--- config.mk ---
export PLATFORM = sky130hd
export DESIGN_NAME = lav_front
export DESIGN_NICKNAME = d
export VERILOG_FILES = /design/src/design/lav_pkg.sv /design/src/design/lav_front.sv
export SDC_FILE = /design/constraint.sdc
export NUM_CORES = 1
export LEC_CHECK = 0
export BUFFER_PORTS_ARGS = -buffer_cell sky130_fd_sc_hd__buf_4
export CAP_MARGIN = 30
export CORE_AREA = 2 2 228 230
export DETAILED_ROUTE_END_ITERATION = 8
export DIE_AREA = 0 0 230 232
export PLACE_DENSITY = 0.37
export REMOVE_ABC_BUFFERS = 1
export SYNTH_ARGS = -nofsm -noshare
export SYNTH_HDL_FRONTEND = slang
export SYNTH_SLANG_ARGS = --single-unit
--- constraint.sdc ---
create_clock -name vclk -period 9.7
set_clock_uncertainty 0.1 [all_clocks]
set_input_delay 1.94 -clock vclk [all_inputs]
set_output_delay 1.94 -clock vclk [all_outputs]
set_load 0.1 [all_outputs]
--- src/design/lav_pkg.sv ---
`timescale 1ns / 1ps
// Shared constants, types and state encodings for the look-at view matrix unit.
// Depends on nothing; every other design file imports it.
package lav_pkg;

    localparam int FRAC_BITS = 16;
    localparam int DATA_W    = 32;
    localparam int DIR_W     = DATA_W + 1;
    localparam int UNIT_W    = FRAC_BITS + 2;
    localparam int TUP_W     = FRAC_BITS + 4;
    localparam int CR_W      = UNIT_W + DATA_W + 1;
    localparam int PROD_W    = TUP_W + DATA_W;
    localparam int ACC_W     = TUP_W + DATA_W + 2;
    localparam int ACC_N     = 9;
    localparam int ACC_IDX_W = $clog2(ACC_N);
    localparam int MAG_W     = CR_W;
    localparam int NRM_HI    = 30;
    localparam int COARSE    = 8;
    localparam int SQ_W      = 64;
    localparam int SQRT_STEPS = 32;
    localparam int LEN_W     = 32;
    localparam int QUO_W     = FRAC_BITS + 1;
    localparam int DIV_W     = LEN_W + FRAC_BITS;
    localparam int STEP_W    = 5;
    localparam int QUEUE_DEPTH = 2;
    localparam int QPTR_W    = $clog2(QUEUE_DEPTH);
    localparam int QCNT_W    = $clog2(QUEUE_DEPTH + 1);
    localparam logic [DATA_W-1:0] ONE_Q = DATA_W'(1) << FRAC_BITS;

    typedef struct packed {
        logic [2:0][DATA_W-1:0] eye;
        logic [2:0][DIR_W-1:0]  dir;
        logic [2:0][DATA_W-1:0] up;
    } lav_item_t;

    typedef struct packed {
        logic done;
        logic ok;
    } lav_nstat_t;

    typedef struct packed {
        logic                 valid;
        logic [ACC_IDX_W-1:0] dst;
        logic                 sub;
        logic                 first;
    } lav_mctl_t;

    typedef enum logic [2:0] {
        N_IDLE,
        N_MAX,
        N_SCALE,
        N_SQ,
        N_SQRT,
        N_DIV
    } lav_nstate_t;

    typedef enum logic [2:0] {
        B_IDLE,
        B_FSTART,
        B_FWAIT,
        B_CROSS,
        B_SSTART,
        B_SWAIT,
        B_DOTS,
        B_FINISH
    } lav_bstate_t;

endpackage

--- src/design/lav_front.sv ---
`timescale 1ns / 1ps
// Front end: takes a camera request, forms the view direction and pushes it.
// Depends on lav_pkg.
module lav_front (
    input  logic                             in_valid,
    output logic                             in_ready,
    input  logic signed [lav_pkg::DATA_W-1:0] eye_x,
    input  logic signed [lav_pkg::DATA_W-1:0] eye_y,
    input  logic signed [lav_pkg::DATA_W-1:0] eye_z,
    input  logic signed [lav_pkg::DATA_W-1:0] target_x,
    input  logic signed [lav_pkg::DATA_W-1:0] target_y,
    input  logic signed [lav_pkg::DATA_W-1:0] target_z,
    input  logic signed [lav_pkg::DATA_W-1:0] up_x,
    input  logic signed [lav_pkg::DATA_W-1:0] up_y,
    input  logic signed [lav_pkg::DATA_W-1:0] up_z,
    output logic                             push_valid,
    input  logic                             push_ready,
    output lav_pkg::lav_item_t               push_item
);
    import lav_pkg::*;

    logic signed [DIR_W-1:0] dir_x, dir_y, dir_z;

    assign dir_x = DIR_W'(target_x) - DIR_W'(eye_x);
    assign dir_y = DIR_W'(target_y) - DIR_W'(eye_y);
    assign dir_z = DIR_W'(target_z) - DIR_W'(eye_z);

    assign push_valid = in_valid;
    assign in_ready   = push_ready;

    always_comb
    begin
        push_item.eye = {eye_z, eye_y, eye_x};
        push_item.dir = {dir_z, dir_y, dir_x};
        push_item.up  = {up_z, up_y, up_x};
    end

endmodule

### Yosys cells after proc, flatten, opt, wreduce, memory -nomap -nowiden

Cells that the tools add are included.

* output and inout bits: 293
* register bits after elaboration: 0
* logic and storage cells: 3

* $add $sub $neg: 3

Operators with widths (number)
* $sub A32 B32 Y33: 3

### Logic depth before layout (Yosys ltp)

* word-level depth: 1
* gate-level depth with buffers: 11

### Worst setup path after synthesis

OpenSTA, ideal clock, no wires.

* path kind: input port to output port
* start: in eye_y[1] (netlist name)
* end: out push_item[160] (netlist name)
* buffers on the path: 0
* required time: 7660 ps
* setup slack: -710 ps
* arrival time: 8370 ps
* stages on the path: 10
* cells stage by stage: inv_1 > ha_1 > nor2b_1 > o21a_1 > a311o_1 > a22o_1 > a21oi_1 > o211ai_2 > mux2i_1 > a2111oi_0

RTL lines
* from (decl): RTL line lav_front.sv:8 `input logic signed [lav_pkg::DATA_W-1:0] eye_y,`
* to (decl): RTL line lav_front.sv:18 `output lav_pkg::lav_item_t push_item`

==> metrics.md <==
| Metric | Value |
|---|---|
| Top cells by count, synth | buf_4, inv_1, ha_1 |
| Xor-xnor portion of the synthesized cell area | 0.1028 |
| Most frequent cell after synthesis | buf_4 |
| Wire length of the first global-routing pass | 55570 microns |
| Area share of the largest cell type after synthesis | 0.2137 |
| Simple-gate portion of the synthesized area | 0.1445 |
| Largest family of logic cells by synthesized area | buffers and inverters |
| Top cells by area, synth | buf_4, ha_1, inv_1 |
| Placed wire-length estimate after detailed placement | 36340 microns |
| Critical path capture point type | output port |
| Drt via density | 4.082 |
| Count of final setup violators | 0 |
| Die Outline Area | 53360 sq um |
| Worst Path Class, Setup | primary input to output port |
| Routed length per instance | 22.07 microns |
| Slew HR | 0.4694 |
| Setup repair after global routing missed its margin | no |
| Switching power total | 1.137 mW |
| Routability congestion estimate from global placement | 0.8230 |
| Number of pins with negative max-slew slack in the final report | 0 |
| Final Hold Violating Endpoints | 0 |
| Share of layout cells above drive strength 1 | 0.3432 |
| Top fanout value on the critical path | 3 |
| Relative contribution of sequential cells to total power | 0 |
| Hold buffer count at CTS | 0 |
| MaxCap Viol Count | 0 |
| Mean area per synthesized cell | 6.795 sq um |
| Count of clock-net buffers in the final layout | 0 |
| Proportion of synthesized chip area in sequential cells | 0 |
| Combinational power share | 1.000 |
| DR pass1 iterations | 5 |
| Cells after Synth | 1003 |
| Max Clk Rate | 0.1363 GHz |
| Proportion of power drawn by the clock network | 0 |
| Share of the synthesized area in compound gates (AO/OA/AOI/OAI) | 0.2715 |
| Number of distinct library cells after synthesis | 70 |
| FF/Latch Area | 0 sq um |
| Run status | completed |
| Synth area leader | buf_4 |
| Number of remaining DRC errors | 0 |
| Netlist Area Pre-Place | 6815 sq um |
| Data arrival at the endpoint of the critical path | 5.30 ns |
| Number of antenna violations at the first check in global routing | 0 |
| Chip Width | 230 microns |
| Total number of yosys warnings | 0 |
| Chain of cells forming the critical path | buf_4 > ha_1 > fa_1 > nand2b_1 > a21oi_1 > o21ai_1 > a311oi_1 > a211oi_2 > o2bb2ai_1 > o31a_1 > xnor2_1 > buf_4 |
| Fraction of the mapped netlist area in adder cells | 0.1851 |
| Post-CTS setup-driven buffer insertion count | 0 |
| Remaining global-route overflow | 0 |
| Via count of the routed design | 7581 |
| Starting DRC count in detailed routing | 413 |
| Total power | 1.478 mW |
| Worst IR Drop VDD | 0.08683 mV |
| Row cnt | 83 |
| Multiplexer share of the synthesized area | 0.002937 |
| Count of flip-flops and latches | 0 |
| Minimum clock period | 7.336 ns |
| Leakage | 4.678 nW |
| Crit start category | primary input |
| Number of antenna repair diodes | 0 |
| Power per unit of standard cell area | 163.4 nW/um^2 |
| Routed Antenna Nets | 0 |
| Largest stage delay, worst path | 0.51 ns |
| Post-route clock period utilization | 0.7563 |
| Net switching fraction of the power | 0.7692 |
| Final Routed Wirelength | 40980 microns |
| CP most frequent cell | buf_4 |
| Area overhead of the layout relative to synthesis | 32.73% |
| Final layout net count | 1568 |
| Crit path max-delay cell type | a311oi_1 |
| CP required | 7.66 ns |
| Post-cts sizing count | 0 |
| Initial Utilization | 0.1339 |
| Number of global-route vias before repair | 7448 |
| Die outline height | 232 microns |
| Maximum number of pins on one net before global-route repair | 10 |
| Worst min path class | primary input to output port |
| Internal portion of total power | 341.1 uW |
| Number of filler cells placed in the layout | 5907 |
| Number of I/O port buffers | 387 |
| Global routing usage summed across all routing layers | 0.1438 |
| Final hold slack | 3.780 ns |
| Standard cell core area | 50890 sq um |
| Top-Level Pins | 583 |
| Transition time of the tightest slew-check pin | 0.7892 ns |
[power by group through the flow]
stage          clock network [mW]  registers [mW]  logic [mW]
3_3_place_gp                    0               0        1.49
5_1_grt                         0               0        1.54
6_report                        0               0        1.48
3_5_place_dp                    0               0        1.48
2_1_floorplan                   0               0       0.965
4_1_cts                         0               0        1.49
[layer usage]
layer / up-vias / global-route usage / share of wire / routed length [microns]
li1: 3605 / - / - / -
met1: 3369 / 0.1595 / 0.40 / 16230
met2: 569 / 0.2027 / 0.38 / 15670
met3: 24 / 0.1292 / 0.20 / 8133
met4: 14 / 0.005242 / 0.0041 / 169
met5: - / 0.1158 / 0.019 / 773
[metrics by stage]
stage / area (sq um) / cells / setup TNS [ns] / setup WS, ns / util
after floorplan: 5283 / 789 / -0.7100 / -0.7100 / -
after global placement: 9039 / 1856 / 0 / 2.106 / 0.1776
after detailed placement: 9039 / 1856 / 0 / 2.072 / 0.1776
after CTS: 9039 / 1856 / 0 / 2.042 / 0.1776
after global routing: 9046 / 1857 / 0 / 2.204 / 0.1778
final: 9046 / 1857 / 0 / 2.364 / 0.1778
[layout by cell type (no fill, tap or decap), types with 3 or more instances in the layout]
master / instances
xnor2_1: 48
o21ai_0: 48
o31ai_1: 7
xor2_1: 32
o21a_1: 16
nand2_1: 64
o21ai_1: 3
buf_4: 387
nand4_1: 17
nor3_1: 7
nor3b_1: 3
a21oi_1: 86
a211oi_1: 6
or3_1: 3
ha_1: 96
a21o_1: 44
and3_1: 8
o211ai_1: 10
a311oi_1: 3
a21boi_0: 4
nand2b_1: 7
fa_1: 3
a31oi_1: 7
o21bai_1: 10
nand3_1: 20
inv_1: 124
nor2_1: 48
nor2b_1: 15
[critical path, delay by kind of cell]
kind	cells	cell delay, ns
AND/OR/NAND/NOR	1	0.19
buffers and inverters	2	0.46
XOR/XNOR	1	0.25
AO/OA/AOI/OAI	6	1.78
adder cells (fa/ha/maj)	2	0.66
[worst paths after layout]
path	startpoint	endpoint	slack, ns	cells after the start
max	eye_x[0]	push_item[126]	2.36	12
min	up_x[26]	push_item[26]	3.78	0
[cell families (layout without fill, tap and decap cells)]
family / after synthesis / in the layout
xor gates and xnor gates: 80 / 80
muxes: 2 / 2
and+or+nand+nor: 204 / 204
adders and majority gates: 99 / 99
buffers and inverters: 338 / 512
AOI/OAI and AO/OA: 280 / 280
[final cells by class]
class | count | area, sq um | area share
repair buffers | 388 | 2913 | 0.3220
well taps | 680 | 850.8 | 0.09405
multi-input cells | 665 | 4817 | 0.5325
inverters | 124 | 465.4 | 0.05145
(Power assumes the default switching activity.)
