**src/design/lav_pkg.sv**
```systemverilog
`timescale 1ns / 1ps
// Shared constants, types and state encodings for the look-at view matrix unit.
// Depends on nothing; every other design file imports it.
package lav_pkg;

    localparam int FRAC_BITS = 16;
    localparam int DATA_W    = 32;
    localparam int DIR_W     = DATA_W + 1;
    localparam int UNIT_W    = FRAC_BITS + 2;
    localparam int TUP_W     = FRAC_BITS + 4;
    localparam int CR_W      = UNIT_W + DATA_W + 1;
    localparam int PROD_W    = TUP_W + DATA_W;
    localparam int ACC_W     = TUP_W + DATA_W + 2;
    localparam int ACC_N     = 9;
    localparam int ACC_IDX_W = $clog2(ACC_N);
    localparam int MAG_W     = CR_W;
    localparam int NRM_HI    = 30;
    localparam int COARSE    = 8;
    localparam int SQ_W      = 64;
    localparam int SQRT_STEPS = 32;
    localparam int LEN_W     = 32;
    localparam int QUO_W     = FRAC_BITS + 1;
    localparam int DIV_W     = LEN_W + FRAC_BITS;
    localparam int STEP_W    = 5;
    localparam int QUEUE_DEPTH = 2;
    localparam int QPTR_W    = $clog2(QUEUE_DEPTH);
    localparam int QCNT_W    = $clog2(QUEUE_DEPTH + 1);
    localparam logic [DATA_W-1:0] ONE_Q = DATA_W'(1) << FRAC_BITS;

    typedef struct packed {
        logic [2:0][DATA_W-1:0] eye;
        logic [2:0][DIR_W-1:0]  dir;
        logic [2:0][DATA_W-1:0] up;
    } lav_item_t;

    typedef struct packed {
        logic done;
        logic ok;
    } lav_nstat_t;

    typedef struct packed {
        logic                 valid;
        logic [ACC_IDX_W-1:0] dst;
        logic                 sub;
        logic                 first;
    } lav_mctl_t;

    typedef enum logic [2:0] {
        N_IDLE,
        N_MAX,
        N_SCALE,
        N_SQ,
        N_SQRT,
        N_DIV
    } lav_nstate_t;

    typedef enum logic [2:0] {
        B_IDLE,
        B_FSTART,
        B_FWAIT,
        B_CROSS,
        B_SSTART,
        B_SWAIT,
        B_DOTS,
        B_FINISH
    } lav_bstate_t;

endpackage

```
**src/design/lav_queue.sv**
```systemverilog
`timescale 1ns / 1ps
// Short request queue between the front end and the back end.
// Depends on lav_pkg.
module lav_queue (
    input  logic               clk,
    input  logic               rst_n,
    input  logic               push_valid,
    output logic               push_ready,
    input  lav_pkg::lav_item_t push_item,
    output logic               pop_valid,
    input  logic               pop_ready,
    output lav_pkg::lav_item_t pop_item
);
    import lav_pkg::*;

    lav_item_t          mem_reg [QUEUE_DEPTH];
    logic [QPTR_W-1:0]  wr_ptr_reg, rd_ptr_reg;
    logic [QCNT_W-1:0]  cnt_reg;
    logic               do_push, do_pop;

    assign push_ready = cnt_reg != QCNT_W'(QUEUE_DEPTH);
    assign pop_valid  = cnt_reg != '0;
    assign pop_item   = mem_reg[rd_ptr_reg];
    assign do_push    = push_valid && push_ready;
    assign do_pop     = pop_valid && pop_ready;

    always_ff @(posedge clk)
    begin
        if (do_push)
        begin
            mem_reg[wr_ptr_reg] <= push_item;
        end
    end

    always_ff @(posedge clk or negedge rst_n)
    begin
        if (!rst_n)
        begin
            wr_ptr_reg <= '0;
            rd_ptr_reg <= '0;
            cnt_reg    <= '0;
        end
        else
        begin
            if (do_push)
            begin
                wr_ptr_reg <= (wr_ptr_reg == QPTR_W'(QUEUE_DEPTH - 1)) ? '0
                                                                       : wr_ptr_reg + 1'b1;
            end
            if (do_pop)
            begin
                rd_ptr_reg <= (rd_ptr_reg == QPTR_W'(QUEUE_DEPTH - 1)) ? '0
                                                                       : rd_ptr_reg + 1'b1;
            end
            if (do_push && !do_pop)
            begin
                cnt_reg <= cnt_reg + 1'b1;
            end
            else if (do_pop && !do_push)
            begin
                cnt_reg <= cnt_reg - 1'b1;
            end
        end
    end

endmodule

```
**config.mk**
```make
export PLATFORM = sky130hd
export DESIGN_NAME = lav_queue
export DESIGN_NICKNAME = d
export VERILOG_FILES = /design/src/design/lav_pkg.sv /design/src/design/lav_queue.sv
export SDC_FILE = /design/constraint.sdc
export NUM_CORES = 1
export LEC_CHECK = 0
export BUFFER_PORTS_ARGS = -buffer_cell sky130_fd_sc_hd__buf_2
export CAP_MARGIN = 20
export CORE_UTILIZATION = 40
export CTS_BUF_LIST = sky130_fd_sc_hd__clkbuf_2
export CTS_CLUSTER_DIAMETER = 60
export DETAILED_ROUTE_END_ITERATION = 12
export PLACE_DENSITY = 0.64
export SLEW_MARGIN = 10
export SYNTH_ARGS = -nofsm -noshare
export SYNTH_HDL_FRONTEND = slang
export SYNTH_SLANG_ARGS = --single-unit
```
**constraint.sdc**
```tcl
create_clock -name clk -period 16.6 [get_ports clk]
set_clock_uncertainty 0.1 [all_clocks]
set_input_delay 3.32 -clock clk [delete_from_list [all_inputs] [get_ports clk]]
set_output_delay 3.32 -clock clk [all_outputs]
set_load 0.03 [all_outputs]
```
# Yosys cells after proc, flatten, opt, wreduce, memory -nomap -nowiden
# Memories as Yosys holds them, arrays and structs flattened.
# Cells that the tools add are included.
[word_totals]
register_bits = 4
mem_bits_rw = 582
n_memories = 1
[mem_list]
columns = ["name", "words", "word_bits", "read_ports", "rd_ports_with_merged_regs", "wr", "line", "text"]
rows = [
  ["mem_reg", 2, 291, 1, 0, 1, "lav_queue.sv:16", "lav_item_t mem_reg [QUEUE_DEPTH];"],
]
[op_classes]
add_sub_neg = 4
eq_ne = 1
mux = 6
n_reduce_logical = 8
[ops]
columns = ["cell", "count"]
rows = [
  ["$logic_and A1 B1 Y1", 4],
  ["$mux W1", 4],
  ["$mux W2", 2],
  ["$reduce_bool A2 Y1", 2],
  ["$add A1 B1 Y1 const B", 2],
  ["$add A2 B1 Y2 const B", 1],
  ["$logic_not A1 Y1", 2],
  ["$ne A2 B2 Y1 const B", 1],
  ["$sub A2 B1 Y2 const B", 1],
]

# Longest topological paths before layout
# Gate-level depths: netlist (run 1).
[depth]
depth_word = 6
ltp_mapped = 7
ltp_nobuf = 7

# Worst setup path before layout (run 1)
# No wires, ideal clock.
[synth_path]
kind = "input-to-reg"
start = "input port push_valid"
end = "memory mem_reg[0][0] (netlist bit) (enable)"
setup_ns = 0.950
arrival_ns = 15.468
setup_slack_ns = 0.082
stages = 2
n_path_buf = 0
path_cell_list = "nand2_1 nor2_1"
[synth_via]
elab_chain_len = 3
[synth_rtl]
columns = ["item", "line", "text"]
rows = [
  ["start, declared", "lav_queue.sv:7", "input logic push_valid,"],
  ["$logic_and A1 B1 Y1", "lav_queue.sv:24", "assign do_push = push_valid && push_ready;"],
  ["$mux W1", "lav_queue.sv:29", "if (do_push)"],
  ["$mux W1 (not written as such)", "lav_queue.sv:31", "mem_reg[wr_ptr_reg] <= push_item;"],
  ["end, declared", "lav_queue.sv:16", ""],
]
# No other way between the ends.

==> results of run 1 <==
area by class of cell:
cell class                 instances  share of cell area, %
multi-input combinational        304                  12.91
tap                              688                  3.288
timing repair buffer             596                  11.65
antenna                           12                 0.1147
clock inverter                    32                 0.8602
clock buffer                     210                  4.014
inverter                           1                0.01434
sequential                       586                  67.15
path summary, 6_finish.rpt:
path	startpoint	end
setup / recovery	rd_ptr_reg	pop_item[70]
hold / removal	cnt_reg[1]	cnt_reg[1]
setup reg to reg	cnt_reg[0]	mem_reg[0][62]
hold reg to reg	cnt_reg[1]	cnt_reg[1]
max in group asynchronous	rst_n	cnt_reg[0]
min in group asynchronous	rst_n	rd_ptr_reg
worst max-delay path, cell delays in order, from the launching register on:
cell and delay (ns):
dfrtp_4 0.83, buf_12 0.75, buf_4 0.81, mux2_2 0.43, buf_2 0.18
through the flow:
stage          setup slack [ns]  hold slack (ns)  total power, uW  utilization (%)  cells
2_1_floorplan           0.08207           0.3559             3660                -    923
3_3_place_gp              10.05           0.3747             4002            47.28   2174
3_5_place_dp              9.939           0.3774             4017            47.28   2174
4_1_cts                   8.403           0.3933             4975            49.71   2416
5_1_grt                   8.311           0.4257             5145            49.82   2429
6_report                  8.798           0.3912             4900            49.82   2429
layout by cell type, fill, tap and decap left out, types with 2 or more instances in the layout:
cell type    n
edfxtp_1   582
buf_12       2
buf_2      587
buf_4        6
xnor2_1      3
mux2_2     291
dfrtp_1      3
clkbuf_2   210
clkinv_2     5
inv_2        8
clkinv_4     3
diode_2     12
clkinv_1    12
xor2_1       2
nand2_1      2
bufinv_16    3
per-layer routing:
layer,part of all wire (%),up-vias
met5,0.22,-
met4,3.2,16
met1,35,5609
met2,50,550
li1,-,5223
met3,11,111
cells by family (layout without fill, tap and decap cells):
logic type / Yosys count / after routing / share of synthesized area [%]
mux: 291 / 291 / 15.38
other cells: 0 / 12 / 0
buf+inv: 33 / 839 / 1.680
simple gates: 7 / 7 / 0.1587
fa+ha+maj: 1 / 1 / 0.05873
xor+xnor: 5 / 5 / 0.2056
flops: 586 / 586 / 82.51
power by group:
part | internal (uW) | switching, uW | leakage [uW]
sequential | 2020 | 99.8 | 0.00545
clock | 386 | 549 | 0.00100
combinational | 599 | 1240 | 0.00356
total | 3010 | 1890 | 0.0100
==> reports/metrics.yaml, run 1 <==
design.die.area_sq_um: 54180
max-vdd-ir-drop_uv: 144.3
tightest_slew_ns: 1.064
synth-async-reset-ratio_pct: 0.6826
cts_setup_buffers: 0
yosysSeqAreaShare_pct: 82.51
first_iter_violations: 539
cts.clk_slew.worst_paths_ns: 0.09
grt_pass1_vias: 12060
row_count: 84
yosys.area.top_type: "edfxtp_1"
criticalPathCategory: "register to output port"
stdcell_area_sq_um: 26180
netlist_area_sq_um: 21300
met1_usage_pct: 18.43
synth-seq-cells: 586
grt_most_used_layer: "met2"
htreeDepth: 4
ys.flop_type: "edfxtp_1"
clk_latency_ns: 1.21
syn_nets: 1219
cp.arrival_ns: 4.38
fin_crit_sh_pct: 47.00
rr_worst_depth: 5
die_w_microns: 232.8
use_met2_pct: 28.11
cts_max_path_buffers: 3
use_met3_pct: 9.596
drc: 0
port_buffers: 587
cts_hold_buf: 0
area_growth_pct: 22.91
yosysWarnings: 0
place_hpwl_microns: 32750
ys_top_cells_by_count: "edfxtp_1 (582), mux2_2 (291), buf_6 (31)"
cts_tree: "built"
fillers: 4462
synth-edff-count: 582
p_leak_uw: 0.01001
synth.top_cell.area_share_pct: 82.04
register_area_sq_um: 17580
antenna_found_initial: 20
postRouteWirelength_microns: 48900
slew_violations: 0
cts_buffers: 151
multi_input_area_sq_um: 3379
fin_nets: 1936
rsz0062_at_grt: "false"
dieHeight_microns: 232.8
p_per_area_nw_per_um2: 187.1
placed_area_sq_um: 24850
synthMostInstantiatedCell: "edfxtp_1"
viasPerCell: 4.738
dr.pass1.iters: 4
min_path_cells: 1
timing.setup.tns_ns: 0
critPathLaunchType: "register"
slew_headroom_pct: 29.04
synth_area_leaders: "edfxtp_1 (82%), mux2_2 (15%), buf_6 (1.6%)"
wl_per_cell_microns: 20.13
status: "finished, final reports clean"
grtUsageTotal_pct: 17.59
ant_nets: 0
cts-root-buf: "clkbuf_2"
end_kind: "output port"
cts-resized-gates: 0
reg2reg_slack_ns: 13.39
syn_inst: 923
syn_area_per_cell_sq_um: 23.08
initial_utilization_pct: 40.54
ioPinCount: 588
setup-violations-final: 0
hold_viol_final: 0
grt_max_degree: 175
routabilityCongestion: 0.8147
clkSinkCount: 586
critPathRequiredTime_ns: 13.18
critPathMaxFanout: 174
largest_reg_flops: 582
fmax_mhz: 128.2
fin_crit_ns: 7.802
drive_gt1_share_pct: 64.84
hold_path_class: "register to register"
gr-total-overflow: 0
synth_cell_types: 14
grt_pass1_wl_microns: 69210
core-area_sq_um: 52550
cap_violations: 0
num_vias: 11510
Note: power is estimated with default switching activity, not from simulation.
==> run 2: changes to the inputs <==
PLACE_DENSITY = 0.66   (was 0.64)
clock period = 7.1 ns   (was 16.6 ns; I/O delays follow)
==> reports/metrics.yaml, run 2 (synthesized netlist as in run 1, its figures left out) <==
clk_latency_ns: 1.17  # -0.04 ns
fin_crit_ns: 5.091
cts-root-buf: "clkbuf_2"
grt_pass1_vias: 12290  # +1.9%
drive_gt1_share_pct: 61.81  # -3.0 points
dr.pass1.iters: 4  # unchanged
tightest_slew_ns: 1.175  # +0.1102 ns
critPathLaunchType: "register"
area_growth_pct: 26.93
wl_met3_microns: 4864  # -9.6%
largest_reg_flops: 582  # unchanged
postRouteWirelength_microns: 47180  # -3.5%
layout_common_cells: "buf_2 (587), edfxtp_1 (582), mux2_2 (291), clkbuf_2 (218), dlygate4sd3_1 (78)"
grtUsageTotal_pct: 16.87  # -0.72 points
fmax_mhz: 196.4
drc: 0  # unchanged
cts_max_path_buffers: 3  # unchanged
end_kind: "output port"
max-vdd-ir-drop_uv: 330.4  # +130%
initial_utilization_pct: 40.54  # unchanged
cp.arrival_ns: 3.57  # -0.81 ns
fin_cells: 2511  # +3.4%
cts-resized-gates: 0  # unchanged
row_count: 84  # unchanged
gr-total-overflow: 0  # unchanged
hold_path_class: "input port to register"
grt_max_degree: 152  # -13%
rsz0062_at_grt: "false"
ant_nets: 0  # unchanged
slew_headroom_pct: 21.70  # -7.3 points
routabilityCongestion: 0.7926  # -2.7%
setup-violations-final: 0  # unchanged
critPathRequiredTime_ns: 5.58  # -7.60 ns
core-area_sq_um: 52550  # unchanged
grt_pass1_wl_microns: 67440  # -2.6%
timing.setup.tns_ns: 0  # unchanged
antenna_found_initial: 15  # -25%
htreeDepth: 4  # unchanged
cts_buffers: 149  # -1.3%
wl_met2_microns: 23900  # -3.1%
placed_cells: 2174  # unchanged
cap_violations: 0  # unchanged
p_seq_share_pct: 42.8  # -0.5 points
critPathMaxFanout: 115  # -34%
power_switching_uw: 4451  # +140%
fillers: 4422  # -0.90%
port_buffers: 587  # unchanged
num_vias: 11690  # +1.6%
cts_setup_buffers: 0  # unchanged
viasPerCell: 4.655  # -1.8%
power.internal_uw: 7124  # +140%
fin_nets: 2011  # +3.9%
p_per_area_nw_per_um2: 428.1  # +130%
holdWs_ns: 0.2857  # -0.1055 ns
clock_power_share_pct: 19.6  # +0.5 points
criticalPathCategory: "register to output port"
dieHeight_microns: 232.8  # unchanged
first_iter_violations: 580  # +7.6%
design.die.area_sq_um: 54180  # unchanged
final_util_pct: 51.45  # +1.6 points
clkSinkCount: 586  # unchanged
slew_violations: 0  # unchanged
place_ws_ns: 3.242  # -6.697 ns
p_leak_uw: 0.01037  # +3.6%
hold_viol_final: 0  # unchanged
cts_tree: "built"
die_w_microns: 232.8  # unchanged
status: "finished, final reports clean"
top_layer_used: "met5"
wl_per_cell_microns: 18.79  # -6.7%
cts_hold_buf: 78  # +78
cts.clk_slew.worst_paths_ns: 0.11  # +0.02 ns
ioPinCount: 588  # unchanged
m1WireLength_microns: 17140  # -0.31%
combPwrFrac_pct: 37.6  # about the same
place_hpwl_microns: 30670  # -6.4%
layout_commonest_cell: "buf_2"
setup_ws_ns: 2.009  # -6.789 ns
fin_crit_sh_pct: 71.71
p_sw_share_pct: 38.46  # -0.13 points
-- run 2: cell count changes in the layout (fill, tap and decap cells not counted), sizes merged --
cell / change
buf: -1
bufinv: +1
clkbuf: +8
clkinv: +7
clkinvlp: +1
diode: -6
dlygate4sd3: +78
inv: -6
-- run 2: critical path, stage by stage, from the launching register on --
cell and delay [ns]:
dfrtp_4 1.03, buf_12 0.51, mux2_2 0.42, buf_2 0.19
-- run 2: final timing paths --
kind / start / endpoint / slack [ns] / cells past startpoint
worst max-delay path: rd_ptr_reg / pop_item[273] / 2.01 / 3
worst min-delay path: push_item[193] / mem_reg[0][193] / 0.29 / 1
worst max register to register: cnt_reg[0] / mem_reg[0][227] / 4.18 / 5
worst min register to register: cnt_reg[1] / cnt_reg[1] / 0.41 / 1
max in group asynchronous: rst_n / rd_ptr_reg / 6.22 / 2
min in group asynchronous: rst_n / rd_ptr_reg / 0.53 / 2
-- run 2: power by group through the flow --
stage                     Combinational, uW  Clock (uW)  Sequential [uW]
after floorplan                        3300           0             5030
after global placement                 4350           0             5000
after detailed placement               4350           0             5040
after CTS                              4400        2380             4960
after global routing                   4570        2520             5030
final                                  4360        2270             4950
-- run 2: per-stage QoR --
stage	area (sq um)	total power, uW
2_1_floorplan	21310	8330
3_3_place_gp	24890	9348
3_5_place_dp	24890	9390
4_1_cts	27020	11740
5_1_grt	27030	12130
6_report	27040	11580
-- run 2: routing by layer --
| layer | GRT usage [%] | vias to the layer above |
|---|---|---|
| li1 | - | 5389 |
| met1 | 17.83 | 5699 |
| met2 | 27.87 | 485 |
| met3 | 8.395 | 102 |
| met4 | 8.190 | 14 |
| met5 | 0 | - |
-- run 2: cell type report --
type | instances | area (sq um) | area share [%]
tap | 688 | 860.8 | 3.184
antenna | 6 | 15.01 | 0.05553
timing repair buffer | 673 | 3841 | 14.21
inverter | 1 | 3.754 | 0.01388
sequential | 586 | 17580 | 65.02
multi-input combinational | 304 | 3379 | 12.50
clock inverter | 35 | 265.3 | 0.9811
clock buffer | 218 | 1091 | 4.035
