`config.mk`:
```
export PLATFORM = sky130hd
export DESIGN_NAME = lav_norm
export DESIGN_NICKNAME = d
export VERILOG_FILES = /design/src/design/lav_pkg.sv /design/src/design/lav_norm.sv
export SDC_FILE = /design/constraint.sdc
export NUM_CORES = 2
export LEC_CHECK = 0
export BUFFER_PORTS_ARGS = -buffer_cell sky130_fd_sc_hd__buf_4
export CAP_MARGIN = 20
export CORE_MARGIN = 5
export CORE_UTILIZATION = 45
export CTS_BUF_LIST = sky130_fd_sc_hd__clkbuf_4
export CTS_CLUSTER_DIAMETER = 30
export CTS_CLUSTER_SIZE = 25
export DETAILED_ROUTE_END_ITERATION = 12
export PLACE_DENSITY = 0.69
export SKIP_CTS_REPAIR_TIMING = 1
export SLEW_MARGIN = 40
export SYNTH_ARGS = -nofsm -noshare
export SYNTH_HDL_FRONTEND = slang
export SYNTH_SLANG_ARGS = --single-unit
```
`constraint.sdc`:
```
create_clock -name clk -period 10.2 [get_ports clk]
set_clock_uncertainty 0.05 [all_clocks]
set_input_delay 0.51 -clock clk [delete_from_list [all_inputs] [get_ports clk]]
set_output_delay 0.51 -clock clk [all_outputs]
set_load 0.01 [all_outputs]
```
`src/design/lav_pkg.sv`:
```
`timescale 1ns / 1ps
// Shared constants, types and state encodings for the look-at view matrix unit.
// Depends on nothing; every other design file imports it.
package lav_pkg;

    localparam int FRAC_BITS = 16;
    localparam int DATA_W    = 32;
    localparam int DIR_W     = DATA_W + 1;
    localparam int UNIT_W    = FRAC_BITS + 2;
    localparam int TUP_W     = FRAC_BITS + 4;
    localparam int CR_W      = UNIT_W + DATA_W + 1;
    localparam int PROD_W    = TUP_W + DATA_W;
    localparam int ACC_W     = TUP_W + DATA_W + 2;
    localparam int ACC_N     = 9;
    localparam int ACC_IDX_W = $clog2(ACC_N);
    localparam int MAG_W     = CR_W;
    localparam int NRM_HI    = 30;
    localparam int COARSE    = 8;
    localparam int SQ_W      = 64;
    localparam int SQRT_STEPS = 32;
    localparam int LEN_W     = 32;
    localparam int QUO_W     = FRAC_BITS + 1;
    localparam int DIV_W     = LEN_W + FRAC_BITS;
    localparam int STEP_W    = 5;
    localparam int QUEUE_DEPTH = 2;
    localparam int QPTR_W    = $clog2(QUEUE_DEPTH);
    localparam int QCNT_W    = $clog2(QUEUE_DEPTH + 1);
    localparam logic [DATA_W-1:0] ONE_Q = DATA_W'(1) << FRAC_BITS;

    typedef struct packed {
        logic [2:0][DATA_W-1:0] eye;
        logic [2:0][DIR_W-1:0]  dir;
        logic [2:0][DATA_W-1:0] up;
    } lav_item_t;

    typedef struct packed {
        logic done;
        logic ok;
    } lav_nstat_t;

    typedef struct packed {
        logic                 valid;
        logic [ACC_IDX_W-1:0] dst;
        logic                 sub;
        logic                 first;
    } lav_mctl_t;

    typedef enum logic [2:0] {
        N_IDLE,
        N_MAX,
        N_SCALE,
        N_SQ,
        N_SQRT,
        N_DIV
    } lav_nstate_t;

    typedef enum logic [2:0] {
        B_IDLE,
        B_FSTART,
        B_FWAIT,
        B_CROSS,
        B_SSTART,
        B_SWAIT,
        B_DOTS,
        B_FINISH
    } lav_bstate_t;

endpackage

```
`src/design/lav_norm.sv`:
```
`timescale 1ns / 1ps
// Iterative vector normalizer: block scale, sum of squares, bit-serial square
// root and restoring divide per component. Depends on lav_pkg.
module lav_norm (
    input  logic                              clk,
    input  logic                              rst_n,
    input  logic                              start,
    input  logic signed [lav_pkg::CR_W-1:0]   vec [3],
    output lav_pkg::lav_nstat_t               stat,
    output logic signed [lav_pkg::UNIT_W-1:0] unit [3]
);
    import lav_pkg::*;

    localparam logic [MAG_W-1:0] M_TOP   = MAG_W'(1) << NRM_HI;
    localparam logic [MAG_W-1:0] M_BOT   = MAG_W'(1) << (NRM_HI - 1);
    localparam logic [MAG_W-1:0] M_TOP_C = MAG_W'(1) << (NRM_HI + COARSE);
    localparam logic [MAG_W-1:0] M_BOT_C = MAG_W'(1) << (NRM_HI - 1 - COARSE);
    localparam logic [SQ_W-1:0]  BIT_INIT = SQ_W'(1) << (SQ_W - 2);
    localparam int SQC_W = $clog2(SQRT_STEPS);
    localparam int QC_W  = $clog2(QUO_W);

    lav_nstate_t state_reg, state_next;
    logic [MAG_W-1:0]          mag_reg [3];
    logic                      neg_reg [3];
    logic [MAG_W-1:0]          m_reg;
    logic [1:0]                k_reg;
    logic [2*NRM_HI-1:0]       sq_reg;
    logic [SQ_W-1:0]           x_reg, res_reg, bit_reg;
    logic [SQC_W-1:0]          cnt_reg;
    logic [LEN_W-1:0]          len_reg;
    logic [DIV_W-1:0]          rem_reg, dvs_reg;
    logic [QUO_W-1:0]          q_reg;
    logic [QC_W-1:0]           j_reg;
    logic signed [UNIT_W-1:0]  unit_reg [3];
    logic                      done_reg, done_next;
    logic                      ok_reg, ok_next;

    logic [MAG_W-1:0]  mag_max;
    logic [1:0]        rd_idx;
    logic [MAG_W-1:0]  rd_mag;
    logic [NRM_HI-1:0] rd_scl;
    logic [SQ_W-1:0]   trial, res_step, x_step;
    logic              ge_sq, ge_div;
    logic [QUO_W-1:0]  q_step;
    logic              scale_ok, sqrt_last, div_last;
    logic signed [UNIT_W-1:0] q_signed;

    always_comb
    begin
        mag_max = mag_reg[0];
        if (mag_reg[1] > mag_max)
        begin
            mag_max = mag_reg[1];
        end
        if (mag_reg[2] > mag_max)
        begin
            mag_max = mag_reg[2];
        end
    end

    // divide phase preloads the next component
    assign rd_idx = (state_reg == N_DIV) ? k_reg + 2'd1 : k_reg;

    always_comb
    begin
        unique case (rd_idx)
            2'd0:    rd_mag = mag_reg[0];
            2'd1:    rd_mag = mag_reg[1];
            2'd2:    rd_mag = mag_reg[2];
            default: rd_mag = mag_reg[0];
        endcase
    end

    assign rd_scl    = rd_mag[NRM_HI-1:0];
    assign trial     = res_reg + bit_reg;
    assign ge_sq     = x_reg >= trial;
    assign res_step  = ge_sq ? (res_reg >> 1) + bit_reg : res_reg >> 1;
    assign x_step    = ge_sq ? x_reg - trial : x_reg;
    assign ge_div    = rem_reg >= dvs_reg;
    assign q_step    = {q_reg[QUO_W-2:0], ge_div};
    assign q_signed  = $signed(UNIT_W'(q_step));
    assign scale_ok  = (m_reg < M_TOP) && (m_reg >= M_BOT);
    assign sqrt_last = cnt_reg == SQC_W'(SQRT_STEPS - 1);
    assign div_last  = (j_reg == '0) && (k_reg == 2'd2);

    always_comb
    begin
        state_next = state_reg;
        done_next  = 1'b0;
        ok_next    = ok_reg;
        unique case (state_reg)
            N_IDLE:
            begin
                if (start)
                begin
                    state_next = N_MAX;
                end
            end
            N_MAX:
            begin
                if (mag_max == '0)
                begin
                    state_next = N_IDLE;
                    done_next  = 1'b1;
                    ok_next    = 1'b0;
                end
                else
                begin
                    state_next = N_SCALE;
                end
            end
            N_SCALE:
            begin
                if (scale_ok)
                begin
                    state_next = N_SQ;
                end
            end
            N_SQ:
            begin
                if (k_reg == 2'd3)
                begin
                    state_next = N_SQRT;
                end
            end
            N_SQRT:
            begin
                if (sqrt_last)
                begin
                    state_next = N_DIV;
                end
            end
            N_DIV:
            begin
                if (div_last)
                begin
                    state_next = N_IDLE;
                    done_next  = 1'b1;
                    ok_next    = 1'b1;
                end
            end
            default:
            begin
                state_next = N_IDLE;
            end
        endcase
    end

    always_ff @(posedge clk or negedge rst_n)
    begin
        if (!rst_n)
        begin
            state_reg <= N_IDLE;
            done_reg  <= 1'b0;
            ok_reg    <= 1'b0;
        end
        else
        begin
            state_reg <= state_next;
            done_reg  <= done_next;
            ok_reg    <= ok_next;
        end
    end

    always_ff @(posedge clk)
    begin
        unique case (state_reg)
            N_IDLE:
            begin
                if (start)
                begin
                    for (int i = 0; i < 3; i++)
                    begin
                        neg_reg[i] <= vec[i][CR_W-1];
                        mag_reg[i] <= vec[i][CR_W-1] ? $unsigned(-vec[i]) : $unsigned(vec[i]);
                    end
                end
            end
            N_MAX:
            begin
                m_reg <= mag_max;
                if (mag_max == '0)
                begin
                    for (int i = 0; i < 3; i++)
                    begin
                        unit_reg[i] <= '0;
                    end
                end
            end
            N_SCALE:
            begin
                // same shift on every component; right shifts drop bits
                priority if (m_reg >= M_TOP_C)
                begin
                    m_reg <= m_reg >> COARSE;
                    for (int i = 0; i < 3; i++) mag_reg[i] <= mag_reg[i] >> COARSE;
                end
                else if (m_reg >= M_TOP)
                begin
                    m_reg <= m_reg >> 1;
                    for (int i = 0; i < 3; i++) mag_reg[i] <= mag_reg[i] >> 1;
                end
                else if (m_reg < M_BOT_C)
                begin
                    m_reg <= m_reg << COARSE;
                    for (int i = 0; i < 3; i++) mag_reg[i] <= mag_reg[i] << COARSE;
                end
                else if (m_reg < M_BOT)
                begin
                    m_reg <= m_reg << 1;
                    for (int i = 0; i < 3; i++) mag_reg[i] <= mag_reg[i] << 1;
                end
                else
                begin
                    k_reg <= 2'd0;
                    x_reg <= '0;
                end
            end
            N_SQ:
            begin
                if (k_reg != 2'd3)
                begin
                    sq_reg <= rd_scl * rd_scl;
                end
                if (k_reg != 2'd0)
                begin
                    x_reg <= x_reg + SQ_W'(sq_reg);
                end
                k_reg   <= (k_reg == 2'd3) ? 2'd0 : k_reg + 2'd1;
                res_reg <= '0;
                bit_reg <= BIT_INIT;
                cnt_reg <= '0;
            end
            N_SQRT:
            begin
                x_reg   <= x_step;
                res_reg <= res_step;
                bit_reg <= bit_reg >> 2;
                cnt_reg <= cnt_reg + 1'b1;
                if (sqrt_last)
                begin
                    len_reg <= res_step[LEN_W-1:0];
                    rem_reg <= DIV_W'(mag_reg[0][NRM_HI-1:0]) << FRAC_BITS;
                    dvs_reg <= DIV_W'(res_step[LEN_W-1:0]) << FRAC_BITS;
                    q_reg   <= '0;
                    j_reg   <= QC_W'(QUO_W - 1);
                    k_reg   <= 2'd0;
                end
            end
            N_DIV:
            begin
                rem_reg <= ge_div ? rem_reg - dvs_reg : rem_reg;
                dvs_reg <= dvs_reg >> 1;
                q_reg   <= q_step;
                j_reg   <= j_reg - 1'b1;
                if (j_reg == '0)
                begin
                    unit_reg[k_reg] <= neg_reg[k_reg] ? -q_signed : q_signed;
                    k_reg   <= k_reg + 2'd1;
                    rem_reg <= DIV_W'(rd_scl) << FRAC_BITS;
                    dvs_reg <= DIV_W'(len_reg) << FRAC_BITS;
                    q_reg   <= '0;
                    j_reg   <= QC_W'(QUO_W - 1);
                end
            end
            default:
            begin
            end
        endcase
    end

    assign stat.done = done_reg;
    assign stat.ok   = ok_reg;
    assign unit      = unit_reg;

endmodule

```
* Yosys cells after proc, flatten, opt, wreduce, memory -nomap -nowiden *
Memory sizes are Yosys's and may differ from the RTL's. A register that Yosys moved wholly into a read port is not among the register bits.
Index checks and enable logic that the tools add are counted.

word-level totals
  memories kept = 2
  memory bits (writable) = 156
  ROM bits = 0
  input port bits = 156
  latch bits = 0
  output and inout bits = 56
  bits in registers = 518

memory list
  memory   words  bits a word  rd ports  clocked after Yosys merged registers in  wr ports  line            text
  mag_reg  3      51           3         0                                        3         lav_norm.sv:23  logic [MAG_W-1:0] mag_reg [3];
  neg_reg  3      1            1         1                                        3         lav_norm.sv:24  logic neg_reg [3];

operators by class
  magnitude comparators = 12
  $mul = 1
  bitwise operators = 13
  add/subtract/negate cells = 12
  reductions and logical operators = 23
  shift-type cells = 0
  mux-type cells = 98
  equal/unequal tests = 26
  div/mod/pow operators = 0

operator list
  kind                                                                 count
  2-to-1 mux 51 bit                                                    21
  2-to-1 mux 64 bit                                                    7
  case mux 64 bit (2 select lines)                                     2
  2-to-1 mux 48 bit                                                    5
  case mux 48 bit (2 select lines)                                     2
  case mux 64 bit (3 select lines)                                     1
  negation 51 bit                                                      3
  2-to-1 mux 54 bit                                                    2
  case mux 54 bit (2 select lines)                                     1
  greater-than comparator 51 bit                                       2
  case mux 51 bit (2 select lines)                                     1
  adder 63 x 64 -> 64 bit                                              1
  adder 64 x 60 -> 64 bit                                              1
  adder 64 bit                                                         1
  greater-or-equal comparator 64 bit                                   1
  subtractor 64 bit                                                    1
  multiplier 30 x 30 -> 60 bit                                         1
  case mux 30 bit (2 select lines)                                     1
  bitwise mux 54 bit                                                   1
  greater-or-equal comparator 51 x 30 -> 1 bit, second input constant  1
  greater-or-equal comparator 51 x 31 -> 1 bit, second input constant  1
  greater-or-equal comparator 51 x 39 -> 1 bit, second input constant  1
  logical NOT 51 bit                                                   1
  less-than comparator 51 x 22 -> 1 bit, second input constant         1
  44 further kinds                                                     125

* Logic depth before layout (Yosys ltp) *
  depth after elaboration = 8
  depth in mapped cells = 45
  depth with buffers taken out = 40

* Least setup slack after synthesis *
OpenSTA, ideal clock, no wires.

  kind = reg-to-reg
  start = register state_reg[2]
  end = register sq_reg[58], data pin
  arrival time = 10.213 ns
  setup time = 0.265 ns
  stages on the path, launching flop included = 42
  setup slack = -0.328 ns
  path buffers = 6
  cell sequence = dfrtp_1 -> clkbuf_1 -> nor2b_1 -> and2_1 -> clkbuf_1 -> clkbuf_1 -> xnor2_1 -> ha_1 -> clkbuf_1 -> clkbuf_1 -> nand2_1 -> o21ai_1 -> inv_1 -> clkbuf_1 -> nor2_1 -> fa_1 -> fa_1 -> fa_1 -> (+6 left out) -> inv_1 -> fa_1 -> inv_1 -> fa_1 -> inv_1 -> ha_1 -> nand3_1 -> nor2_1 -> a32o_1 -> a221o_1 -> a21oi_1 -> o31ai_1 -> a221oi_1 -> a21oi_1 -> o21a_1 -> o21ai_0 -> o21ai_0 -> xor2_1

between the ends
  longest elaborated chain between the ends = 5

ends and longest elaborated chain
  element                                                              line             text
  start, declared                                                      lav_norm.sv:22   lav_nstate_t state_reg, state_next;
  start signal, assigned                                               lav_norm.sv:159  state_reg <= state_next;
  equality test 3 bit (*)                                              lav_norm.sv:62   assign rd_idx = (state_reg == N_DIV) ? k_reg + 2'd1 : k_reg;
  2-to-1 mux 2 bit (*)                                                 lav_norm.sv:62
  equality test 2 bit or equality test 2 x 1 -> 1 bit (tied branches)  lav_norm.sv:66   unique case (rd_idx)
  case mux 30 bit (2 select lines) (*)                                 lav_norm.sv:66
  multiplier 30 x 30 -> 60 bit (*)                                     lav_norm.sv:223  sq_reg <= rd_scl * rd_scl;
  end signal, assigned                                                 lav_norm.sv:223
  end, declared                                                        lav_norm.sv:27   logic [2*NRM_HI-1:0] sq_reg;

Every way passes the cells marked *; elsewhere a longest branch is shown, timed or not.
A chain may end at the register's enable or synchronous reset.

* Final worst setup path *
Same ends and word-level chain as after synthesis.

==> results.md <==
- Die Span Y: 419.9 um
- Critical path origin: state_reg[2]
- Seq/Total Area, Yosys: 0.2548
- Max reg flops: 153
- Worst path slowest cell: fa_1
- TritonRoute pass-1 iters: 7
- Post-Synth XOR/XNOR Area: 0.05803
- Longest Clk Path Bufs: 3
- Relative slew slack: 0.4071
- Skew-Pair Late Insertion Delay: 1240 ps
- First-pass GRT wire length: around 390000 um
- Top post-synthesis cells by area: edfxtp_1 25%, fa_1 19%, ha_1 10%, inv_1 5.7%, nor2_1 4.0%
- WS Path Type: reg2reg
- CP Max Fanout: 10
- Port Buffers: ~210
- Core Box Area: approximately 0.17 mm2
- Proportion of layout cells with a drive suffix above 1: 0.1179
- Met3 GRT Util: 0.06380
- DR WL/cell: 23.38 um
- Synth unique cells: 96
- GRT met2 Usage: 0.4488
- Fill cell count: 15415
- Die area: approximately 0.18 mm2
- Setup-failing EPs final: 0
- Family with the most delay on the worst path: adder cells
- WL final: between 200000 and 300000 um
- Status: finished with violations
- H-tree Lvls: 4
- GRT Util Overall: 0.2888
- Compound-Gate Fraction of Synth Area: 0.1849
- Post-synth EDFFs: 636
- Hold slack: -57.29 ps
- Hold Path Class: in2reg
- Synth top area share: 0.2526
- Clock-pin transition on the worst setup and hold timing paths: 90 ps
- TritonCTS buffer count: 171
- Rows: 150
- Hold Vio Cnt, Final: 14
- Starting Density: 0.4522
- Via count: 66857
- DRC viols: 0
- Post-Syn Area: approximately 0.076 mm2
- Cell taking the most area after synthesis: edfxtp_1
- Antenna Nets Post-Route: 0
- Tightest Pin Transition: 887.3 ps
- Ports: roughly 210
- Top Usage Layer GRT: met2
- Syn Area/Cell: 8.976 um2
- Period utilisation layout: 0.9685
- Mapped Nets: 9885
- Synth warn: 0
- Critical Path Max Stage Delay: around 690 ps
- Adder-cell share of the synthesized area: 0.2853
- Pin count of the biggest net entering global routing: 108
- Failing checks: negative hold slack
- Vias in the first global route: 65519
- Crit start category: register
- Critical Path RT: 11090 ps
- Overflow after GRT: 0
- Fraction of the mapped netlist area in simple logic gates: 0.1300
- Synthesized instance count: 8424
- CP arrival: about 11000 ps
- Launching point of the worst reg2reg path: state_reg[2]
- Min-delay src: vec[21]
- Post-synth ARST share: 0.007776
- Ys flop type: edfxtp_1
- WP buf/inv: 7
- HPWL after DPL: ~200000 um
- CTS Sinks: ~640
- Largest family of logic cells by synthesized area: adder cells
- Yosys reg bits: 643
- Fmax achieved: 101.2 MHz
- Mux cell area share after synthesis: 0.009084
- Slew Limit Fails: 0
- Global placement routability congestion: 1.022
- CTS Root Buffer Type: clkbuf_4
- Layout Nets: 10317
- Met1 Use GR: 0.3905
- Initial DRC Count: 7567
- Chip width: 419.9 um
- Initial antenna violation count: 7
- Final min period: 9878 ps
- Cell mode on critical path: fa_1
- Finished Core Util: 0.5121
- P&R area growth vs syn: 13.24%
- CP Capture Type: register
- Max Cap Viol: 0
- Via-per-instance ratio: roughly 6.0
- CTS tree: done
cell type report:
cell class / count / area, um2 / share of cell area
Multi-Input combinational cell: 6217 / 50900 / 0.5944
Sequential cell: 643 / 19260 / 0.2250
Timing Repair Buffer: 660 / 5512 / 0.06437
Inverter: 1163 / 4383 / 0.05119
Tap cell: 2204 / 2758 / 0.03221
Clock buffer: 194 / 1456 / 0.01701
Clock inverter: 120 / 1329 / 0.01552
Antenna cell: 12 / 30.03 / 0.0003507
cell families (layout without fill, tap and decap cells):
kind of cell    after synthesis  count (layout)
compound gates             2153            2153
other cells                   0              12
xor+xnor                    501             501
flops                       643             643
mux                          68              68
simple gates               2190            2190
fa+ha+maj                  1305            1305
buf+inv                    1564            2137
Yosys cell counts (all sizes together), types with 10 or more instances:
master	count
o22ai	97
o21bai	46
o211ai	53
o41ai	28
or3	41
xnor2	263
edfxtp	636
a41oi	10
inv	1157
and2	52
nor3	80
a221oi	66
nand2	750
nand4	81
nor2	812
ha	606
xor2	238
fa	699
mux2i	63
a211oi	205
o21ai	398
nand2b	45
a31oi	93
a22oi	55
a21oi	584
clkbuf	360
a31o	21
a21o	185
and3	46
o221ai	32
nor2b	55
nand3	77
buf	41
nor4	63
nand3b	10
a21boi	14
or4	30
o31ai	74
a311oi	46
or2	22
o21a	54
a221o	20
routing by layer:
layer  share of wire  up-vias
met4           0.048        6
li1                -    30239
met1            0.41    32461
met3           0.096      706
met5         0.00014        -
met2            0.45     3445
per-stage QoR:
step,area [um2],hold WS [ps],TNS [ps],std cells,worst slack [ps]
after floorplan,75630,164.4,0,8424,20.59
after global placement,81650,278.6,-4846,10808,-732.4
after detailed placement,81810,281.0,-6264,10813,-791.3
after CTS,84590,-1077,-7306,11127,-835.9
after global routing,85620,-25.62,-13.61,11211,-10.39
final,85630,-57.29,0,11213,321.7
layout by cell type, fill, tap and decap left out, types with 54 or more instances in the layout:
cell and n:
clkbuf_4 194, a21oi_1 580, a21o_1 184, a22oi_1 54, buf_4 560, o22ai_1 97, nor2_1 795, nand4_1 81
fa_1 699, xnor2_1 262, a221oi_1 64, nand3_1 77, inv_1 1150, a211oi_1 204, ha_1 603, edfxtp_1 636
o31ai_1 71, nand2_1 739, xor2_1 238, nor3_1 78, a31oi_1 93, mux2i_1 63, o21ai_0 357, dlygate4sd3_1 62
worst register-to-register path: cells and delay by family (launching register included):
kind | cells | cell delay (ps)
simple gates | 5 | 1060
xor+xnor | 2 | 340
buf+inv | 7 | 1120
flops | 1 | 400
compound gates | 11 | 2100
fa+ha+maj | 10 | 4580
final timing paths:
path,cells past startpoint,slack (ps),end
max,35,320,sq_reg[58]
min,4,-60,mag_reg[0][123]
max reg2reg,35,320,sq_reg[58]
min reg2reg,2,490,dvs_reg[13]
max in group asynchronous,3,9610,ok_reg
min in group asynchronous,3,190,done_reg
Power is left out: the tool's default activity adds up to more than one toggle a clock period on the data nets, which glitch-free logic cannot reach.
